## src/rtl/emc_pkg.sv

```systemverilog
`timescale 1ns / 1ps
package emc_pkg;

   localparam int ID_W      = 10;
   localparam int POS_W     = 24;
   localparam int RAD_W     = 23;
   localparam int NID_CSR_W = 11;
   localparam int CSR_IDX_W = 3;
   localparam int ROOT_W    = 31;
   localparam int QUO_W     = 24;

   localparam logic FUNC_ADD   = 1'b0;
   localparam logic FUNC_CLEAR = 1'b1;

   localparam logic [CSR_IDX_W-1:0] CSR_CENTER_X     = 3'd0;
   localparam logic [CSR_IDX_W-1:0] CSR_CENTER_Y     = 3'd1;
   localparam logic [CSR_IDX_W-1:0] CSR_CENTER_Z     = 3'd2;
   localparam logic [CSR_IDX_W-1:0] CSR_RADIUS       = 3'd3;
   localparam logic [CSR_IDX_W-1:0] CSR_FIRST_NEW_ID = 3'd4;

   localparam logic [RAD_W-1:0] RADIUS_RESET = 23'd4096;

   typedef enum logic [1:0] {
      STATUS_FOUND     = 2'd0,
      STATUS_CREATED   = 2'd1,
      STATUS_FULL      = 2'd2,
      STATUS_EXHAUSTED = 2'd3
   } status_type;

   typedef logic signed [POS_W-1:0] pos_type;

   typedef struct packed {
      logic            func;
      logic [ID_W-1:0] lo;
      logic [ID_W-1:0] hi;
      pos_type         mx;
      pos_type         my;
      pos_type         mz;
      logic            bnd;
   } item_type;

   typedef enum logic [2:0] {
      B_SWEEP,
      B_IDLE,
      B_LOOKUP,
      B_FILL,
      B_SCAN,
      B_DECIDE,
      B_GEOM,
      B_WAIT
   } back_state_type;

   typedef enum logic [2:0] {
      G_IDLE,
      G_SQUARE,
      G_ROOT,
      G_SCALE,
      G_LOAD,
      G_DIVIDE,
      G_PLACE,
      G_DONE
   } geom_state_type;

endpackage

```

## src/rtl/emc_front.sv

```systemverilog
`timescale 1ns / 1ps
module emc_front (
   input  logic                          req_func,
   input  logic [emc_pkg::ID_W-1:0]      req_first_id,
   input  logic [emc_pkg::ID_W-1:0]      req_second_id,
   input  emc_pkg::pos_type              req_first_x,
   input  emc_pkg::pos_type              req_first_y,
   input  emc_pkg::pos_type              req_first_z,
   input  emc_pkg::pos_type              req_second_x,
   input  emc_pkg::pos_type              req_second_y,
   input  emc_pkg::pos_type              req_second_z,
   input  logic                          req_first_on_boundary,
   input  logic                          req_second_on_boundary,
   output emc_pkg::item_type             item_out
);
   import emc_pkg::*;

   // floor of the mean, arithmetic shift of the 25-bit sum
   function automatic pos_type mean2(pos_type a, pos_type b);
      logic signed [POS_W:0] s;
      s = {a[POS_W-1], a} + {b[POS_W-1], b};
      return s[POS_W:1];
   endfunction

   logic first_lower;

   assign first_lower = (req_first_id < req_second_id);

   always_comb begin
      item_out.func = req_func;
      item_out.lo   = first_lower ? req_first_id : req_second_id;
      item_out.hi   = first_lower ? req_second_id : req_first_id;
      item_out.mx   = mean2(req_first_x, req_second_x);
      item_out.my   = mean2(req_first_y, req_second_y);
      item_out.mz   = mean2(req_first_z, req_second_z);
      item_out.bnd  = req_first_on_boundary & req_second_on_boundary;
   end

endmodule

```

## config.mk

```make
export PLATFORM = sky130hd
export DESIGN_NAME = emc_front
export DESIGN_NICKNAME = d
export VERILOG_FILES = /design/src/rtl/emc_pkg.sv /design/src/rtl/emc_front.sv
export SDC_FILE = /design/constraint.sdc
export NUM_CORES = 1
export LEC_CHECK = 0
export BUFFER_PORTS_ARGS = -buffer_cell sky130_fd_sc_hd__buf_2
export CORE_MARGIN = 8
export CORE_UTILIZATION = 40
export DETAILED_ROUTE_END_ITERATION = 16
export PLACE_DENSITY_LB_ADDON = 0.3
export SLEW_MARGIN = 15
export SYNTH_ARGS = -nofsm -noshare
export SYNTH_HDL_FRONTEND = slang
export SYNTH_SLANG_ARGS = --single-unit
```

## constraint.sdc

```tcl
create_clock -name vclk -period 3.07
set_input_delay 0.614 -clock vclk [all_inputs]
set_output_delay 0.614 -clock vclk [all_outputs]
set_load 0.05 [all_outputs]
```

# --- After elaboration in Yosys (flattened, before gate mapping) ---
# Cells that the tools add are included.
op_classes:
  n_bitwise: 1
  n_mux: 2
  magnitude_cmp: 1
  addsub: 3
ops:
  columns: ["cell", "n"]
  rows:
  - ["$add 24x24->25", 3]
  - ["$mux 10", 2]
  - ["$lt 10x10->1", 1]
  - ["$and 1x1->1", 1]
totals:
  word_cells: 7
  output_inout_bits: 94
  register_bits: 0
  inputBits: 167

# --- Logic depth before layout (Yosys ltp) ---
depth:
  word_depth: 2
  mapped_depth: 10

# --- Worst setup path before layout ---
# No wires, ideal clock.
synth_path:
  path_type: "input -> output"
  from: "input req_first_y[0]"
  to: "output item_out[48] (netlist name)"
  n_path_buf: 0
  t_required_ns: 2.456
  arrival_time_ns: 3.464
  slack_ns: -1.008
  path_stages: 10
  path_cell_list: "and2_1 fa_1 a21oi_1 o22ai_2 a21oi_2 o21ai_2 a221oi_1 or3_1 nor3b_2 a211oi_1"
synth_rtl:
  columns: ["element", "line", "rtl"]
  rows:
  - ["from (decl)", "emc_front.sv:7", "input emc_pkg::pos_type req_first_y,"]
  - ["to (decl)", "emc_front.sv:14", "output emc_pkg::item_type item_out"]

==> summary.txt <==
Place
  – Hpwl dp: 14.23 mm
  – Placed insts: 977
  – GPL Wtd Cong: 0.9010
  – Pre-CTS setup slack: -0.5069 ns
  – Port Buf Inserts: 259

Timing
  – Setup slack after layout: -0.3990 ns
  – Final Setup Violations: 62
  – Setup tns final: -10.82 ns
  – Worst relative slew slack: 70.09%
  – RSZ-0062 raised after global routing: true
  – Slew @ Worst Pin: 0.4486 ns
  – Peak Freq: 0.2883 GHz
  – Tmin final: 3.469 ns
  – Final hold violations: 0
  – Final period util: 113.0%
  – Final Max Tran Viols: 0

Power
  – Leakage: 4.131 nW
  – Power Density: 388.4 nW/um2
  – Power, Total: 0.003270 W
  – VDD IR-drop max: 373.8 uV

Routing
  – Post-DRT Antenna Nets: 0
  – DR vias/cell: 6.334
  – Drt pass-1 iters: 6
  – Vias: 6404
  – Iter 0 DRT Violations: 420
  – Drc violations: 0
  – Wirelength per Cell: 25.70 um
  – Final wirelength: 25.98 mm

Finish
  – Final Non-Filler Cells: 1011
  – Syn-to-layout area delta: 128.3%
  – Clock buffer count: 0
  – Sequential cells: 0
  – Nets: 1149
  – Share of layout cells above drive strength 1: 66.74%
  – Finished Core Util: 92.43%
  – Fillers: 334
  – Sequential Area: 0 um2

Floorplanning
  – Starting Density: 40.48%
  – Die height: 112.0 um
  – CORE AREA: 9109 um2
  – Row Count: 35
  – I/O pins: 261
  – Die area: 12550 um2
  – Die width: 112.0 um

Worst setup path
  – Slowest cell on crit path: a211oi_2
  – WP buf/inv: 2
  – Crit path kind: input pin to primary output
  – Crit path largest cell delay: 0.37 ns
  – Crit end category: primary output
  – Worst EP required: 2.46 ns
  – CP arrival: 2.85 ns
  – Worst-path cell chain: buf_6, ha_4, nand4_1, a211oi_2, nor3_2, o21ai_1, a31oi_2, o21bai_1, a21o_1, xor2_4, buf_8
  – Crit-path leading delay family: compound AO/OA/AOI/OAI gates
  – Crit path max fanout: 3
  – Startpoint type of the worst setup path: input pin

Global route
  – Remaining global-route overflow: 0
  – First-pass GRT wire length: 32.12 mm
  – Tot GR Track Use: 30.36%
  – Largest net degree at the start of global routing: 8
  – Antenna violations before repair: 1
  – Vias in the first global route: 6618

Synthesis
  – Mapped Area: 3687 um2
  – Sequential fraction of the synthesis area: 0%
  – Syn Nets: 740
  – Top-count cell post-synth: ha_1
  – Post-Syn Area per Cell: 7.494 um2
  – Synth area leader: ha_1
  – Syn. warnings: 0
  – Most instantiated cells after synthesis: ha_1, a21oi_1, xnor2_1, nand2_1, o21ai_0
  – Top cell type's share of synthesized area: 26.47%
  – Cells after Synth: 492
  – Synth area leaders: ha_1, xnor2_1, a21oi_1
  – Synth unique cells: 55

Flow run
  – Max-cap violations: 0

Outcome
  – Failing checks: negative setup slack
  – Status: finished with violations

Min path
  – Worst Hold Class: input pin to primary output

CTS
  – Hold-fix buffers, CTS: 0
[final timing paths]
| path | start | to | cells past startpoint |
|---|---|---|---|
| worst max-delay path | req_second_y[2] | item_out[37] | 11 |
| worst min-delay path | req_func | item_out[93] | 0 |
[cells in the final DEF (no fill, tap or decap), types with 4 or more instances in the layout]
cell type / instances
a21o_1: 27
and3_1: 4
buf_4: 135
and2_1: 6
buf_6: 87
nand4_1: 10
nor2_1: 21
nand2b_1: 4
mux2_4: 20
nor3_1: 5
a21oi_2: 20
inv_1: 23
nand2_2: 5
o21bai_1: 8
o21ai_2: 12
xnor2_2: 12
xor2_1: 9
buf_2: 169
xor2_2: 8
xnor2_4: 10
nand2_1: 30
ha_4: 23
a21oi_1: 33
o21ai_0: 15
a21oi_4: 9
xor2_4: 7
buf_12: 4
and2_4: 4
ha_1: 52
xnor2_1: 19
o21ai_1: 9
nand3_1: 6
buf_8: 14
[per-layer routing]
| layer | vias up | wire, um | track usage [%] |
|---|---|---|---|
| li1 | 2639 | - | - |
| met1 | 2951 | 8216 | 29.15 |
| met3 | 218 | 2566 | 6.065 |
| met5 | - | 0 | 0 |
| met2 | 596 | 12790 | 59.53 |
| met4 | 0 | 2406 | 16.10 |
[stage by stage]
step	hold slack [ns]	area [um2]
after floorplan	1.395	4379
after global placement	1.229	6733
after detailed placement	1.229	6733
after CTS	1.229	7913
after global routing	1.228	8419
final	1.228	8419
[layout make-up]
type / count / area, um2 / area share, %
antenna: 1 / 2.502 / 0.02972
inverter: 26 / 100.1 / 1.189
multi-input combinational: 461 / 5026 / 59.70
tap: 111 / 138.9 / 1.650
timing repair buffer: 412 / 3152 / 37.43
[cell families (layout without fill, tap and decap cells)]
family          count (synthesis)  count (layout)  synth area share [%]
compound gates                179             179                 31.66
simple gates                  116             116                 15.37
fa+ha+maj                      81              81                 28.10
xor+xnor                       65              65                 15.44
buf+inv                        31             438                 3.325
mux                            20              20                 6.108
other cells                     0               1                     0
[power breakdown]
group	internal (W)	switching, W	leakage (nW)
sequential	0	0	0
clock	0.0000000000436	0	0.00000634
combinational	0.00133	0.00194	4.13
[timing repair]
| action | in CTS | in global routing |
|---|---|---|
| pin swaps | 97 | 75 |
| gates cloned | 3 | 0 |
| gates resized for setup | 240 | 102 |
| endpoints found under the setup margin | 63 | 68 |
| setup buffers | 23 | 19 |
Power figures use the tool's default switching activity.
