### src/rtl/emc_pkg.sv
`timescale 1ns / 1ps
package emc_pkg;

   localparam int ID_W      = 10;
   localparam int POS_W     = 24;
   localparam int RAD_W     = 23;
   localparam int NID_CSR_W = 11;
   localparam int CSR_IDX_W = 3;
   localparam int ROOT_W    = 31;
   localparam int QUO_W     = 24;

   localparam logic FUNC_ADD   = 1'b0;
   localparam logic FUNC_CLEAR = 1'b1;

   localparam logic [CSR_IDX_W-1:0] CSR_CENTER_X     = 3'd0;
   localparam logic [CSR_IDX_W-1:0] CSR_CENTER_Y     = 3'd1;
   localparam logic [CSR_IDX_W-1:0] CSR_CENTER_Z     = 3'd2;
   localparam logic [CSR_IDX_W-1:0] CSR_RADIUS       = 3'd3;
   localparam logic [CSR_IDX_W-1:0] CSR_FIRST_NEW_ID = 3'd4;

   localparam logic [RAD_W-1:0] RADIUS_RESET = 23'd4096;

   typedef enum logic [1:0] {
      STATUS_FOUND     = 2'd0,
      STATUS_CREATED   = 2'd1,
      STATUS_FULL      = 2'd2,
      STATUS_EXHAUSTED = 2'd3
   } status_type;

   typedef logic signed [POS_W-1:0] pos_type;

   typedef struct packed {
      logic            func;
      logic [ID_W-1:0] lo;
      logic [ID_W-1:0] hi;
      pos_type         mx;
      pos_type         my;
      pos_type         mz;
      logic            bnd;
   } item_type;

   typedef enum logic [2:0] {
      B_SWEEP,
      B_IDLE,
      B_LOOKUP,
      B_FILL,
      B_SCAN,
      B_DECIDE,
      B_GEOM,
      B_WAIT
   } back_state_type;

   typedef enum logic [2:0] {
      G_IDLE,
      G_SQUARE,
      G_ROOT,
      G_SCALE,
      G_LOAD,
      G_DIVIDE,
      G_PLACE,
      G_DONE
   } geom_state_type;

endpackage

### src/rtl/emc_queue.sv
`timescale 1ns / 1ps
module emc_queue (
   input  logic              clock,
   input  logic              reset,
   input  logic              wr_en,
   input  emc_pkg::item_type item_in,
   input  logic              rd_en,
   output emc_pkg::item_type item_out,
   output logic              full,
   output logic              empty
);
   import emc_pkg::*;

   item_type   slot_ff [2];
   logic       wr_ptr_ff, wr_ptr_in;
   logic       rd_ptr_ff, rd_ptr_in;
   logic [1:0] count_ff, count_in;

   assign full     = (count_ff == 2'd2);
   assign empty    = (count_ff == 2'd0);
   assign item_out = slot_ff[rd_ptr_ff];

   always_comb begin
      wr_ptr_in = wr_ptr_ff ^ wr_en;
      rd_ptr_in = rd_ptr_ff ^ rd_en;
      count_in  = count_ff + {1'b0, wr_en} - {1'b0, rd_en};
   end

   always_ff @(posedge clock) begin
      if (reset) begin
         wr_ptr_ff <= 1'b0;
         rd_ptr_ff <= 1'b0;
         count_ff  <= 2'd0;
      end else begin
         wr_ptr_ff <= wr_ptr_in;
         rd_ptr_ff <= rd_ptr_in;
         count_ff  <= count_in;
      end
   end

   always_ff @(posedge clock) begin
      if (wr_en) begin
         slot_ff[wr_ptr_ff] <= item_in;
      end
   end

endmodule

### config.mk
export PLATFORM = sky130hd
export DESIGN_NAME = emc_queue
export DESIGN_NICKNAME = d
export VERILOG_FILES = /design/src/rtl/emc_pkg.sv /design/src/rtl/emc_queue.sv
export SDC_FILE = /design/constraint.sdc
export NUM_CORES = 1
export LEC_CHECK = 0
export CAP_MARGIN = 20
export CORE_MARGIN = 1.5
export CORE_UTILIZATION = 41
export CTS_BUF_LIST = sky130_fd_sc_hd__clkbuf_16
export CTS_CLUSTER_SIZE = 20
export DETAILED_ROUTE_END_ITERATION = 12
export DONT_BUFFER_PORTS = 1
export PLACE_DENSITY = 0.61
export SLEW_MARGIN = 25
export SYNTH_ARGS = -nofsm -noshare
export SYNTH_HDL_FRONTEND = slang
export SYNTH_SLANG_ARGS = --single-unit
### constraint.sdc
create_clock -name clock -period 3.8 [get_ports clock]
set_input_delay 0.38 -clock clock [delete_from_list [all_inputs] [get_ports clock]]
set_output_delay 0.38 -clock clock [all_outputs]
set_load 0.01 [all_outputs]
# Yosys cells after proc, flatten, opt, wreduce, memory -nomap -nowiden
# Memory sizes are Yosys's and may differ from the RTL's. A register that Yosys moved wholly into a read port is not among the register bits.
# Cells that the tools add are included.
# op_classes
n_reduce_logical,1
add_sub_neg,2
n_mul,0
n_mux,3
n_bitwise,2
n_eq_ne,1
n_lt_le_gt_ge,0
shifts,0
div_mod_pow,0
# op_table
operator,count
2-to-1 mux 1 bit,3
adder 2 x 1 -> 2 bit,1
"== test 2 bit, second input constant",1
zero test 2 bit,1
subtractor 2 x 1 -> 2 bit,1
bitwise XOR 1 bit,2
# totals
mem_count,1
mem_bits_ro,0
input_bits,98
mem_bits_rw,188
wordCells,13
register_bits,4
latch_bits,0
# mem_list
name,depth,word_bits,rd,rd_ports_with_merged_regs,write_ports,line_no,source
slot_ff,2,94,1,1,1,emc_queue.sv:14,item_type slot_ff [2];

# Longest topological paths before layout
# depth
ltp_word,2
mapped_depth,6

# Least setup slack after synthesis
# Ideal clock, no wire load.
# synth_path
kind,input port to flip-flop
from,input port wr_en
to,"memory slot_ff[0][0] (netlist bit), enable pin"
n_path_buf,0
arrival_ps,2612
path_stages,1
setup_slack_ps,724
setup_ps,464
path_cell_list,ha_1
# synth_between
elab_chain_len,2
# synth_rtl
element,line_no,source
"start, declared",emc_queue.sv:5,"input logic wr_en,"
2-to-1 mux 1 bit,emc_queue.sv:42,if (wr_en) begin
2-to-1 mux 1 bit (not written as such),emc_queue.sv:43,slot_ff[wr_ptr_ff] <= item_in;
"end, declared",emc_queue.sv:14,
# No other way between the ends.

==> key figures <==
Status
  – Outcome: complete, no violations

Placed design
  – Port Buffers: 0
  – DP Worst Slack: between 1.5 and 2 ns
  – Gp weighted congestion: 0.688
  – Dpl cells: 531

Logic synthesis
  – Synth top area cells: edfxtp_1 78%, mux2_4 10%, mux2_2 6.9%
  – Register area share after synthesis: 79.6%
  – Syn avg cell area: 23.1 µm²
  – Post-synth top cells: 188 x edfxtp_1, 50 x mux2_4, 44 x mux2_2
  – Top cell type by total area after synthesis: edfxtp_1
  – Synthesized area: ~7200 µm²
  – Syn Inst Count: ~310
  – Yosys cell types: 13
  – Flops & latches, synth: 192
  – Synthesis Warnings: 0
  – Async set or reset register ratio after synthesis: 0%
  – Post-synth EDFFs: approximately 190
  – Cell with the most instances after synthesis: edfxtp_1
  – Synth Flop Type: edfxtp_1
  – Syn nets: 414
  – Area share of the largest cell type after synthesis: 78.5%

Setup path
  – Max incr delay on CP: ~0.83 ns
  – R2R Setup Slk: 1.96 ns
  – CP Cell Sequence: buf_12 > mux2_2
  – Setup crit end kind: primary output
  – CP Class: flip-flop to primary output
  – Reg2reg start: wr_ptr_ff
  – CP startpoint: rd_ptr_ff
  – CP max FO: ~50
  – CP Launch Type: flip-flop
  – CP max stage cell: dfxtp_4
  – Reg-to-reg endpoint: slot_ff[1][88]
  – CP required: 3.42 ns
  – Crit path DAT: approximately 2.2 ns
  – Worst-case reg-to-reg path depth: 2

Clock network
  – CTS Root Cell: clkbuf_16
  – Clock Tree Buf Depth: 2
  – Sink Count: 192
  – Post-CTS Setup Inserts: 0
  – CTS H-Tree Depth: 4
  – Clk pin slew, worst setup/hold paths: 0.06 ns
  – Clock Latency Late Sink: ~0.42 ns
  – CTS tree: done
  – CTS Buf Count: 17

Timing
  – Relative slew slack: 49.4%
  – Min Tclk post-route: 2.53 ns
  – # setup viols final: 0
  – Final setup margin: ~1.3 ns
  – Max Clock Skew: 0.00550 ns
  – FMAX: around 0.40 GHz
  – Fin. Hold Viols: 0
  – Min Hold Slack: around 0.027 ns
  – Slew at the pin closest to its max-slew limit: 0.759 ns
  – Tcrit/Tclk final: 66.6%
  – Setup TNS: 0 ns
  – Unrepaired setup endpoints after global routing: no
  – Final Max Tran Viols: 0

Final layout
  – Layout cell share with drive strength beyond 1: 38.9%
  – Area growth, synth to finish: 11.8%
  – Non-Filler Instances: 564
  – Diodes inserted: 0
  – Final net count: 428

Floorplanning
  – Die Wd: about 140 µm
  – Die area: 18,400 µm²
  – Core area: 17,200 µm²
  – Initial core utilization: 41.7%
  – Num rows: 48
  – Ports: 194
  – Die Y: 135 µm

Global route
  – GRT overflow: 0
  – Met3 Track Usage GR: 9.32%
  – M1 GR Usage: ~13%
  – Antenna violations before repair: 0
  – Grt met2 use: about a fifth
  – GR peak layer: met2
  – Total track usage: 12.8%
  – First-pass GRT wire length: 16,600 µm
  – Vias in the first global route: roughly 3k
  – Pin count of the biggest net entering global routing: 53

Power and ir drop
  – Seq pwr share: between 50% and 60%
  – Power Dens Cells: 577 nW/µm²
  – Internal: 3.63 mW
  – Clock Power Share: 37.3%
  – Sw Share: between 20% and 30%
  – Total leakage power: approximately 2.7 nW
  – Comb pwr share: 8.3%
  – IR drop worst, VDD: between 0.2 and 0.3 mV
  – Pwr Total: 4.64 mW
  – Sw power: just over 1 mW

Detailed routing
  – Via density: 4.95
  – Drt wl/cell: ~20 µm
  – DR iter-0 viols: 123
  – Remaining DRCs: 0
  – Antenna-violating nets left: 0
  – Final WL: 11,400 µm
  – First-pass DRT Iterations: 4
  – Routed via count: ~2.8k

Worst hold path
  – Worst hold endpoint: wr_ptr_ff
  – Min-delay worst type: input port to flip-flop
  – Worst Hold Depth: 1
  – Min-delay src: reset

Run
  – Max Cap Viol: 0
-- worst max-delay path: cells and delay by family, from the launching register on --
kind / cells / cell delay, ns
flip-flops: 1 / 0.83
multiplexers: 1 / 0.42
buffers and inverters: 1 / 0.37
-- layout make-up --
type	count	area, µm²
Fill cell	1402	9190
Inverter	3	11.3
Clock inverter	15	158
Tap cell	225	282
Multi-Input combinational cell	106	1380
Clock buffer	17	425
Sequential cell	192	5730
Timing Repair Buffer	6	60.1
-- cell families after synthesis --
group,share of synthesized area [%]
buffers and inverters,1.58
adders and majority gates,0.696
and+or+nand+nor,0.383
xor gates and xnor gates,0.435
DFF,79.6
muxes,17.3
-- flip-flops by register name, summed over array words and instances, names as in the netlist --
register	cells
count_ff	2
wr_ptr_ff	1
slot_ff	188
rd_ptr_ff	1
-- stage by stage --
step	utilization, %	cell area [µm²]
floorplan	-	7190
global placement	43.2	7450
detailed placement	43.2	7450
CTS	46.7	8050
global route	46.7	8050
finish	46.7	8050
-- repair_timing --
action | 4_1_cts | 5_1_grt
endpoints found under the hold margin | 2 | 0
resized for setup | 0 | 0
hold buffers | 1 | 0
setup endpoints to repair | 0 | 0
-- how the worst max path moves through the flow --
stage                     to  depth (start not counted)
5_1_grt          item_out[6]                          2
3_3_place_gp     item_out[3]                          2
6_report         item_out[6]                          2
4_1_cts          item_out[2]                          2
3_5_place_dp     item_out[6]                          2
2_1_floorplan  slot_ff[0][0]                          1
-- layout by cell type (no fill, tap or decap), types with 2 or more instances in the layout --
cell / instances
ha_4: 2
clkbuf_16: 17
buf_4: 4
bufinv_16: 2
nor2_1: 4
inv_1: 5
nor2b_1: 2
ha_1: 2
mux2_4: 50
clkinv_2: 2
edfxtp_1: 188
mux2_2: 44
inv_6: 6
dfxtp_1: 3
-- routing by layer --
layer | part of all wire [%] | wire, µm
met1 | 35 | 3980
met2 | 48 | 5440
met5 | 0 | 0
met3 | 16 | 1840
met4 | 1.5 | 170
-- power groups by stage --
stage | Combinational [mW] | Sequential, mW | Clock [mW]
floorplan | 0.354 | 2.55 | 0
global placement | 0.394 | 2.57 | 0
detailed placement | 0.396 | 2.58 | 0
CTS | 0.398 | 2.53 | 1.78
global route | 0.416 | 2.54 | 1.87
finish | 0.385 | 2.53 | 1.73
Power figures use the tool's default switching activity.
